--- config.mk ---
export PLATFORM = sky130hd
export DESIGN_NAME = multi_slot_task_watchdog_unit
export DESIGN_NICKNAME = d
export VERILOG_FILES = /design/src/hw/rtl/mstw_pkg.sv /design/src/hw/rtl/mstw_slot_eval.sv /design/src/hw/rtl/multi_slot_task_watchdog_unit.sv
export SDC_FILE = /design/constraint.sdc
export NUM_CORES = 1
export LEC_CHECK = 0
export BUFFER_PORTS_ARGS = -buffer_cell sky130_fd_sc_hd__buf_2
export CORE_MARGIN = 3
export CORE_UTILIZATION = 50
export DETAILED_ROUTE_END_ITERATION = 7
export PLACE_DENSITY = 0.78
export SLEW_MARGIN = 20
export SYNTH_ARGS = -nofsm -noshare
export SYNTH_HDL_FRONTEND = slang
export SYNTH_SLANG_ARGS = --single-unit
--- constraint.sdc ---
create_clock -name clk -period 6.61 [get_ports clk]
set_input_delay 1.322 -clock clk [delete_from_list [all_inputs] [get_ports clk]]
set_output_delay 1.322 -clock clk [all_outputs]
set_load 0.05 [all_outputs]
--- src/hw/rtl/mstw_pkg.sv ---
package mstw_pkg;

  localparam int NUM_SLOTS = 8;
  localparam int IDX_W     = (NUM_SLOTS > 1) ? $clog2(NUM_SLOTS) : 1;
  localparam int TICK_W    = 32;
  localparam int LIMIT_W   = 31;
  localparam int MISS_W    = 2;
  localparam int MASK_W    = 8;
  localparam int OUT_IDX_W = 3;

  localparam logic [MISS_W-1:0] MISS_LIMIT_RST = MISS_W'(2);

  typedef enum logic [1:0] {
    MODE_REGISTER = 2'd0,
    MODE_FEED     = 2'd1,
    MODE_CHECK    = 2'd2,
    MODE_NONE     = 2'd3
  } mode_t;

  typedef enum logic [2:0] {
    ST_IDLE,
    ST_DISPATCH,
    ST_REG_SCAN,
    ST_CHECK,
    ST_FINISH
  } state_t;

  typedef struct packed {
    logic              refresh;
    logic              warn;
    logic              hung;
    logic [MISS_W-1:0] miss_next;
  } slot_verdict_t;

  function automatic logic [OUT_IDX_W-1:0] slot_lo3(input logic [IDX_W-1:0] idx);
    logic [31:0] ext;
    ext = 32'(idx);
    return ext[OUT_IDX_W-1:0];
  endfunction

  function automatic logic slot_low_range(input logic [IDX_W-1:0] idx);
    return 32'(idx) < 32'(MASK_W);
  endfunction

endpackage

--- src/hw/rtl/mstw_slot_eval.sv ---
module mstw_slot_eval (
  input  logic [mstw_pkg::TICK_W-1:0]  now_tick,
  input  logic [mstw_pkg::TICK_W-1:0]  last_tick,
  input  logic [mstw_pkg::LIMIT_W-1:0] limit,
  input  logic                         waiting_ok,
  input  logic                         waiting,
  input  logic [mstw_pkg::MISS_W-1:0]  miss,
  input  logic [mstw_pkg::MISS_W-1:0]  miss_limit,
  output mstw_pkg::slot_verdict_t      verdict
);
  import mstw_pkg::*;

  logic [TICK_W-1:0] age;
  logic              fresh;
  logic              failed;
  logic [MISS_W-1:0] miss_inc;

  assign age      = now_tick - last_tick;
  assign fresh    = age[TICK_W-1] || (age[LIMIT_W-1:0] <= limit);
  assign miss_inc = miss + MISS_W'(1);
  assign failed   = !fresh && !(waiting_ok && waiting);

  always_comb begin
    verdict.refresh   = !fresh && waiting_ok && waiting;
    verdict.miss_next = failed ? miss_inc : '0;
    verdict.hung      = failed && (miss_inc >= miss_limit);
    verdict.warn      = failed && (miss_inc < miss_limit);
  end

endmodule

--- src/hw/rtl/multi_slot_task_watchdog_unit.sv ---
// Watchdog over NUM_SLOTS task slots. One beat is taken at a time; in_stall is high
// while a beat is in work. A register beat scans slots from 0, one per cycle, for the
// first free one. A check beat walks every slot, one per cycle, through a single age
// subtract-and-compare unit, and stops early when a hung slot raises a restart. Feed
// and unknown modes go from dispatch straight to finish, with no slot walk.
// A result sits in an output register, so the next beat is taken while it waits.
// miss_limit is written through cfg_wr_en/cfg_wr_data and resets to 2.
module multi_slot_task_watchdog_unit (
  input  logic                         clk,
  input  logic                         rst,
  input  logic                         cfg_wr_en,
  input  logic [mstw_pkg::MISS_W-1:0]  cfg_wr_data,
  input  logic                         in_valid,
  output logic                         in_stall,
  input  logic [1:0]                   mode,
  input  logic [mstw_pkg::TICK_W-1:0]  now_tick,
  input  logic [2:0]                   slot,
  input  logic [mstw_pkg::LIMIT_W-1:0] silence_limit_ticks,
  input  logic                         allow_waiting,
  input  logic [mstw_pkg::MASK_W-1:0]  waiting_mask,
  output logic                         out_valid,
  input  logic                         out_stall,
  output logic [2:0]                   slot_given,
  output logic                         table_full,
  output logic [mstw_pkg::MASK_W-1:0]  warn_mask,
  output logic                         restart,
  output logic [2:0]                   hung_slot
);
  import mstw_pkg::*;

  state_t state, state_next;

  logic [MISS_W-1:0]  miss_limit;
  logic [NUM_SLOTS-1:0] slot_used;
  logic [TICK_W-1:0]  last_sign_of_life [NUM_SLOTS];
  logic [LIMIT_W-1:0] silence_limit     [NUM_SLOTS];
  logic               waiting_ok        [NUM_SLOTS];
  logic [MISS_W-1:0]  miss_count        [NUM_SLOTS];

  mode_t              mode_q;
  logic [TICK_W-1:0]  now_q;
  logic [2:0]         slot_q;
  logic [LIMIT_W-1:0] limit_q;
  logic               allow_q;
  logic [MASK_W-1:0]  wmask_q;

  logic [IDX_W-1:0]   idx;
  logic               idx_last;
  logic [IDX_W-1:0]   feed_idx;
  logic               feed_ok;

  logic [2:0]         res_given;
  logic               res_full;
  logic [MASK_W-1:0]  res_warn;
  logic               res_restart;
  logic [2:0]         res_hung;

  logic               in_take;
  logic               out_load;
  logic               cur_waiting;
  slot_verdict_t      verdict;

  assign in_take  = in_valid && !in_stall;
  assign idx_last = (idx == IDX_W'(NUM_SLOTS - 1));
  assign feed_idx = IDX_W'(slot_q);
  assign feed_ok  = (32'(slot_q) < 32'(NUM_SLOTS)) && slot_used[feed_idx];
  assign cur_waiting = slot_low_range(idx) && wmask_q[slot_lo3(idx)];

  mstw_slot_eval u_eval (
    .now_tick   (now_q),
    .last_tick  (last_sign_of_life[idx]),
    .limit      (silence_limit[idx]),
    .waiting_ok (waiting_ok[idx]),
    .waiting    (cur_waiting),
    .miss       (miss_count[idx]),
    .miss_limit (miss_limit),
    .verdict    (verdict)
  );

  always_comb begin
    state_next = state;
    unique case (state)
      ST_IDLE: begin
        if (in_valid) state_next = ST_DISPATCH;
      end
      ST_DISPATCH: begin
        unique case (mode_q)
          MODE_REGISTER: state_next = ST_REG_SCAN;
          MODE_CHECK:    state_next = ST_CHECK;
          default:       state_next = ST_FINISH;
        endcase
      end
      ST_REG_SCAN: begin
        if (!slot_used[idx] || idx_last) state_next = ST_FINISH;
      end
      ST_CHECK: begin
        if ((slot_used[idx] && verdict.hung) || idx_last) state_next = ST_FINISH;
      end
      ST_FINISH: begin
        if (!out_valid || !out_stall) state_next = ST_IDLE;
      end
      default: state_next = ST_IDLE;
    endcase
  end

  always_comb begin
    in_stall = (state != ST_IDLE);
    out_load = (state == ST_FINISH) && (!out_valid || !out_stall);
  end

  always_ff @(posedge clk) begin
    if (rst) begin
      state <= ST_IDLE;
    end else begin
      state <= state_next;
    end
  end

  always_ff @(posedge clk) begin
    if (rst) begin
      miss_limit <= MISS_LIMIT_RST;
    end else if (cfg_wr_en) begin
      miss_limit <= cfg_wr_data;
    end
  end

  always_ff @(posedge clk) begin
    if (in_take) begin
      mode_q  <= mode_t'(mode);
      now_q   <= now_tick;
      slot_q  <= slot;
      limit_q <= silence_limit_ticks;
      allow_q <= allow_waiting;
      wmask_q <= waiting_mask;
    end
  end

  // sequencer datapath: one slot per cycle
  always_ff @(posedge clk) begin
    if (rst) begin
      slot_used <= '0;
    end else begin
      unique case (state)
        ST_IDLE: begin
          idx         <= '0;
          res_given   <= '0;
          res_full    <= 1'b0;
          res_warn    <= '0;
          res_restart <= 1'b0;
          res_hung    <= '0;
        end
        ST_DISPATCH: begin
          if (mode_q == MODE_FEED && feed_ok) begin
            last_sign_of_life[feed_idx] <= now_q;
          end
        end
        ST_REG_SCAN: begin
          if (!slot_used[idx]) begin
            slot_used[idx]         <= 1'b1;
            last_sign_of_life[idx] <= now_q;
            silence_limit[idx]     <= limit_q;
            waiting_ok[idx]        <= allow_q;
            miss_count[idx]        <= '0;
            res_given              <= slot_lo3(idx);
          end else if (idx_last) begin
            res_full <= 1'b1;
          end
          idx <= idx + IDX_W'(1);
        end
        ST_CHECK: begin
          if (slot_used[idx]) begin
            miss_count[idx] <= verdict.miss_next;
            if (verdict.refresh) last_sign_of_life[idx] <= now_q;
            if (verdict.warn && slot_low_range(idx)) res_warn[slot_lo3(idx)] <= 1'b1;
            if (verdict.hung) begin
              slot_used   <= '0;
              res_restart <= 1'b1;
              res_hung    <= slot_lo3(idx);
            end
          end
          idx <= idx + IDX_W'(1);
        end
        ST_FINISH: begin
        end
        default: begin
        end
      endcase
    end
  end

  always_ff @(posedge clk) begin
    if (rst) begin
      out_valid <= 1'b0;
    end else if (out_load) begin
      out_valid <= 1'b1;
    end else if (!out_stall) begin
      out_valid <= 1'b0;
    end
  end

  always_ff @(posedge clk) begin
    if (out_load) begin
      slot_given <= res_given;
      table_full <= res_full;
      warn_mask  <= res_warn;
      restart    <= res_restart;
      hung_slot  <= res_hung;
    end
  end

`ifndef ASSERT_OFF
  a_busy_stalls: assert property (@(posedge clk) disable iff (rst)
    (state != ST_IDLE) |-> in_stall)
    else $error("input taken while a beat is in work");

  a_restart_not_warned: assert property (@(posedge clk) disable iff (rst)
    (out_valid && restart) |-> !warn_mask[hung_slot])
    else $error("hung slot also flagged as warning");

  a_check_result_clean: assert property (@(posedge clk) disable iff (rst)
    (out_valid && (restart || warn_mask != '0)) |-> (!table_full && slot_given == '0))
    else $error("check result carries register fields");

  a_full_clean: assert property (@(posedge clk) disable iff (rst)
    (out_valid && table_full) |-> (slot_given == '0 && warn_mask == '0 && !restart))
    else $error("full result carries other fields");
`endif

endmodule
* Word level (Yosys, flattened, before mapping)
Memories as Yosys holds them, arrays and structs flattened. A register that Yosys moved wholly into a read port is not among the register bits.
Cells that the tools add are included.
** Word-level totals
- Logic and storage cells :: 156
- Register bits :: 126
- Latch bits :: 0
- RAM bits :: 528
- Memories :: 4
- Output and inout bits :: 18
- ROM bits :: 0
- Input bits :: 84
** Operators by class
- Add/subtract/negate cells :: 3
- Multiply operators :: 0
- Shift-type cells :: 0
- Bitwise gates (word level) :: 5
- Divide/modulo/power cells :: 0
- Muxes and demuxes :: 62
- Equality and inequality tests :: 18
- Reductions and logical operators :: 37
- Magnitude comparators :: 6
** Memories
- last_sign_of_life :: depth 8, width 32, rd ports 1, clocked after memory_dff 1, wr ports 1, RTL line multi_slot_task_watchdog_unit.sv:35 : logic [TICK_W-1:0] last_sign_of_life [NUM_SLOTS];
- silence_limit :: depth 8, width 31, rd ports 1, clocked after memory_dff 1, wr ports 1, RTL line multi_slot_task_watchdog_unit.sv:36 : logic [LIMIT_W-1:0] silence_limit [NUM_SLOTS];
- miss_count :: depth 8, width 2, rd ports 1, clocked after memory_dff 1, wr ports 1, RTL line multi_slot_task_watchdog_unit.sv:38 : logic [MISS_W-1:0] miss_count [NUM_SLOTS];
- waiting_ok :: depth 8, width 1, rd ports 1, clocked after memory_dff 1, wr ports 1, RTL line multi_slot_task_watchdog_unit.sv:37 : logic waiting_ok [NUM_SLOTS];
** Operators by type and width (number)
- $mux W32 :: 2
- $mux W8 :: 5
- $mux W3 :: 12
- $pmux W8 S2 :: 2
- $reduce_or A32 Y1 :: 1
- $sub A32 B32 Y32 :: 1
- $le A31 B31 Y1 :: 1
- $mux W1 :: 28
- $pmux W3 S2 :: 4
- $reduce_and A4 Y1 :: 5
- $ne A2 B2 Y1 const B :: 9
- $or A8 B8 Y8 :: 2
- $pmux W3 S5 :: 1
- $logic_and A1 B1 Y1 :: 11
- $bmux W1 S3 :: 3
- $lt A3 B4 Y1 const B :: 2
- $reduce_bool A2 Y1 :: 4
- $eq A3 B2 Y1 const B :: 2
- $eq A3 B3 Y1 const B :: 2
- $logic_not A1 Y1 :: 6
- $logic_or A1 B1 Y1 :: 4
- $mux W2 :: 2
- $ne A2 B1 Y1 const B :: 2
- $pmux W1 S2 :: 2
- 17 further kinds :: 18

* Longest topological paths before layout
- Depth in word-level cells :: 14
- Gate-level depth with buffers :: 24
- Depth with buffers taken out :: 21

* Modules after synthesis
A second synthesis with hierarchy kept.
** Unflattened totals
- Cells, all modules :: 1468
- Area total of the unflattened synthesis :: 27293.7 um^2
** By module, submodules not included
- multi_slot_task_watchdog_unit :: cells an instance 1086, instances 1, area each 24597.3 um^2, seq. area each 19558.8 um^2
- mstw_slot_eval :: cells an instance 382, instances 1, area each 2696.3 um^2, seq. area each 0.0 um^2

* Least setup slack after synthesis
Ideal clock, no wire load.
- Path type :: register to register
- From :: register (tool-made name)
- To :: memory last_sign_of_life[2][0], enable pin
- Setup time :: 0.394 ns
- Cell stages (with the launch flop) :: 21
- Slack :: -0.311 ns
- Period minus slack after synthesis :: 6.921 ns
- Data required time :: 6.216 ns
- Buffers on the path :: 4
- Arrival :: 6.527 ns
- Cells stage by stage :: dfxtp_1 buf_2 buf_1 clkbuf_1 buf_2 mux4_2 mux2i_1 ha_1 a21o_1 o41ai_4 a21oi_1 o21ai_0 a21boi_0 a311o_1 ha_1 and4_1 a221oi_1 o311ai_0 nand4_1 o31ai_2 a32o_1
** RTL lines (RTL line)
- end: declaration :: multi_slot_task_watchdog_unit.sv:35

==> metrics.cfg <==
[synthesis]
yosys_most_used_dff=edfxtp_1
synth-seq-cells=657
syn_area_mm2=0.0269
synthSimpleGateAreaFrac=0.0386
synth_cells=1404
synth-compound-area-share=0.0383
synth_xor_area_frac=0.00846
synth-adder-area-share=0.0319
async_flop_share=0
synth_top_family_by_area=multiplexers
synthMuxAreaShare=0.144
synth_cell_types=65
avgSynthCellArea_um2=19.2
ys_seq_area_frac=0.727
yosys_warnings=0
synth_edf_count=640
synth_fp_nets=1556

[clock_tree]
clock_latency_ns=0.62
clockBufferDepth=3
numClockSinks=657
cts_made_buffers=67
ctsHoldBuffers=0
htree_levels=3
clk_pin_slew_ns=0.06
cts_tree=built
cts_root_buf=clkbuf_16

[floorplanning]
dieArea_mm2=0.0566
start_util=0.509
rows=84
num_io_pins=102
core_mm2=0.0529
die_height_um=238
die_x_um=238

[route]
drtPass1Iterations=5
viasPerCell=6.04
wl_per_cell_um=24.1
antenna_left=0
drc=0
routed_wl_mm=55.6
vias=13900
drt_first_iter_violations=1402

[placement]
gp_congestion=0.860
dp_cells=2179
io_buffers=101
place_ws_ns=0.263
postPlaceCellArea_mm2=0.0286
dp_hpwl_mm=34.1

[power_and_ir_drop]
power.density_mw_per_mm2=438
finalPower_mw=13.5
leakagePower_nw=10.3
irDropWorstVdd_mv=0.251

[critical_path]
cp_num_buf_inv=3
cp.arrival_ns=6.48
cp_slowest_cell=mux4_2
cpPeakStageDelay_ns=0.54
cp_max_fo=32
critPathTopFamily=compound AO/OA/AOI/OAI gates
critPathKind=reg2reg
path_cells=buf_12 > mux4_2 > mux2i_1 > ha_1 > a21oi_1 > o21ai_0 > o41ai_1 > nor3b_1 > a21bo_2 > o21a_1 > o211ai_1 > ha_1 > nand4_1 > nor3_1 > o41ai_1 > o311ai_0 > buf_4 > nand4_1 > o31ai_4 > a32o_2 > buf_12
start_kind=flip-flop
end_kind=flip-flop
required_ns=6.88

[worst_hold_path]
min_path_type=reg2reg

[sta]
finalHoldViolCount=0
timing.hold.ws_ns=0.424
tns_ns=0
slew_headroom=0.251
finalCritPeriodShare=0.940
worstMarginPinSlew_ns=1.12
min_period_ns=6.22
setup_viol=0
fmax_ghz=0.161
clock_skew_ns=0.0439
setup_slack_ns=0.395
slew_violations=0

[final_layout]
n_antenna_cell=0
syn_to_final_growth_pct=14.8
instances_no_fill=2307
layout-drive-gt1-share=0.260
postLayoutCoreUtil=0.584
nets=1720
stdcell_area_mm2=0.0309

[global_route]
grt_pass1_wl_mm=85.2
overflow=0
grt_max_degree=57
grt_pass1_vias=14300
antenna_found_initial=2
gr-usage-all-layers=0.199

[flow_run]
maxCapViolCount=0

[run_status]
status=finished, final reports clean

[flip-flops by register name (all words and copies together), names as in the netlist, 2 cells and up, named ones only]
name / flops
now_q: 32
miss_limit: 2
feed_idx: 3
idx: 3
limit_q: 31
wmask_q: 8
waiting_ok: 8
res_given: 3
res_hung: 3
state: 3
slot_used: 8
last_sign_of_life: 256
slot_given: 3
warn_mask: 8
hung_slot: 3
res_warn: 8
silence_limit: 248
mode_q: 2
miss_count: 16
[repair_timing]
action,in CTS,in global routing
setup endpoints to repair,0,264
endpoints found under the hold margin,0,0
buffers inserted,0,8
gates resized for setup,0,5
[path summary, 6_finish.rpt]
kind                               from                                  to  slack, ns  depth (start not counted)
min reg2reg  res_given[2]$_SDFFCE_PN0P_             slot_given[2]$_DFFE_PP_       0.42                          0
max reg2reg                   flip-flop  last_sign_of_life[2][22]$_DFFE_PP_       0.39                         21
max                           flip-flop  last_sign_of_life[2][22]$_DFFE_PP_       0.39                         21
min          res_given[2]$_SDFFCE_PN0P_             slot_given[2]$_DFFE_PP_       0.42                          0
[cell families after synthesis]
logic type,count (synthesis)
compound gates,148
xor+xnor,26
fa+ha+maj,68
buf+inv,80
flops,657
mux,214
simple gates,211
[routing by layer]
| metal | global-route usage | vias to the layer above | share of wire |
|---|---|---|---|
| li1 | - | 6072 | - |
| met1 | 0.278 | 7181 | 0.42 |
| met2 | 0.323 | 555 | 0.49 |
| met3 | 0.0357 | 131 | 0.065 |
| met4 | 0.0676 | 2 | 0.029 |
| met5 | 0 | - | 0.00022 |
[cell usage in the layout, fill, tap and decap left out, drive strengths merged, types with 8 or more instances in the layout]
cell type / instances
dfxtp: 17
nand3: 20
a21oi: 54
clkinv: 27
xnor2: 20
mux4: 138
buf: 147
nand2: 40
nand2b: 9
ha: 67
a21o: 13
nor2: 66
and3: 11
nor3: 14
mux2i: 70
o21ai: 19
clkbuf: 77
inv: 34
nand4: 8
edfxtp: 640
bufinv: 8
nor2b: 11
[layout make-up]
cell class	count	area [um^2]
sequential	657	19600
clock inverter	43	487
tap	688	861
inverter	28	105
clock buffer	77	1740
fill	3745	22000
timing repair buffer	147	1010
multi-input combinational	667	7120
[cell usage after synthesis (all sizes together) (8+ instances only)]
master | n | area share
nand3 | 20 | 0.0037
o21ai | 19 | 0.0035
inv | 28 | 0.0039
nand2b | 9 | 0.0021
dfxtp | 17 | 0.013
edfxtp | 640 | 0.71
clkbuf | 27 | 0.0038
nand2 | 40 | 0.0056
a21o | 13 | 0.0036
nor2b | 11 | 0.0026
nor2 | 66 | 0.0092
a21oi | 54 | 0.010
and3 | 11 | 0.0026
mux4 | 138 | 0.12
mux2i | 70 | 0.026
buf | 25 | 0.0042
nand4 | 8 | 0.0019
ha | 67 | 0.031
xnor2 | 20 | 0.0065
nor3 | 14 | 0.0026
[worst reg2reg max path, stage by stage (launching register included)]
cell	delay, ns
dfxtp_4	0.44
buf_12	0.27
mux4_2	0.57
mux2i_1	0.26
ha_1	0.37
a21oi_1	0.17
o21ai_0	0.18
o41ai_1	0.38
nor3b_1	0.25
a21bo_2	0.19
o21a_1	0.21
o211ai_1	0.18
ha_1	0.37
nand4_1	0.15
nor3_1	0.29
o41ai_1	0.13
o311ai_0	0.12
buf_4	0.22
nand4_1	0.16
o31ai_4	0.45
a32o_2	0.27
buf_12	0.25
[report_power, final]
part | total (mW) | switching (mW) | internal (mW) | leakage [nW]
clock | 3.81 | 1.59 | 2.22 | 1.09
combinational | 4.34 | 2.45 | 1.88 | 3.27
sequential | 5.39 | 0.338 | 5.05 | 5.96
(Power assumes the default switching activity.)
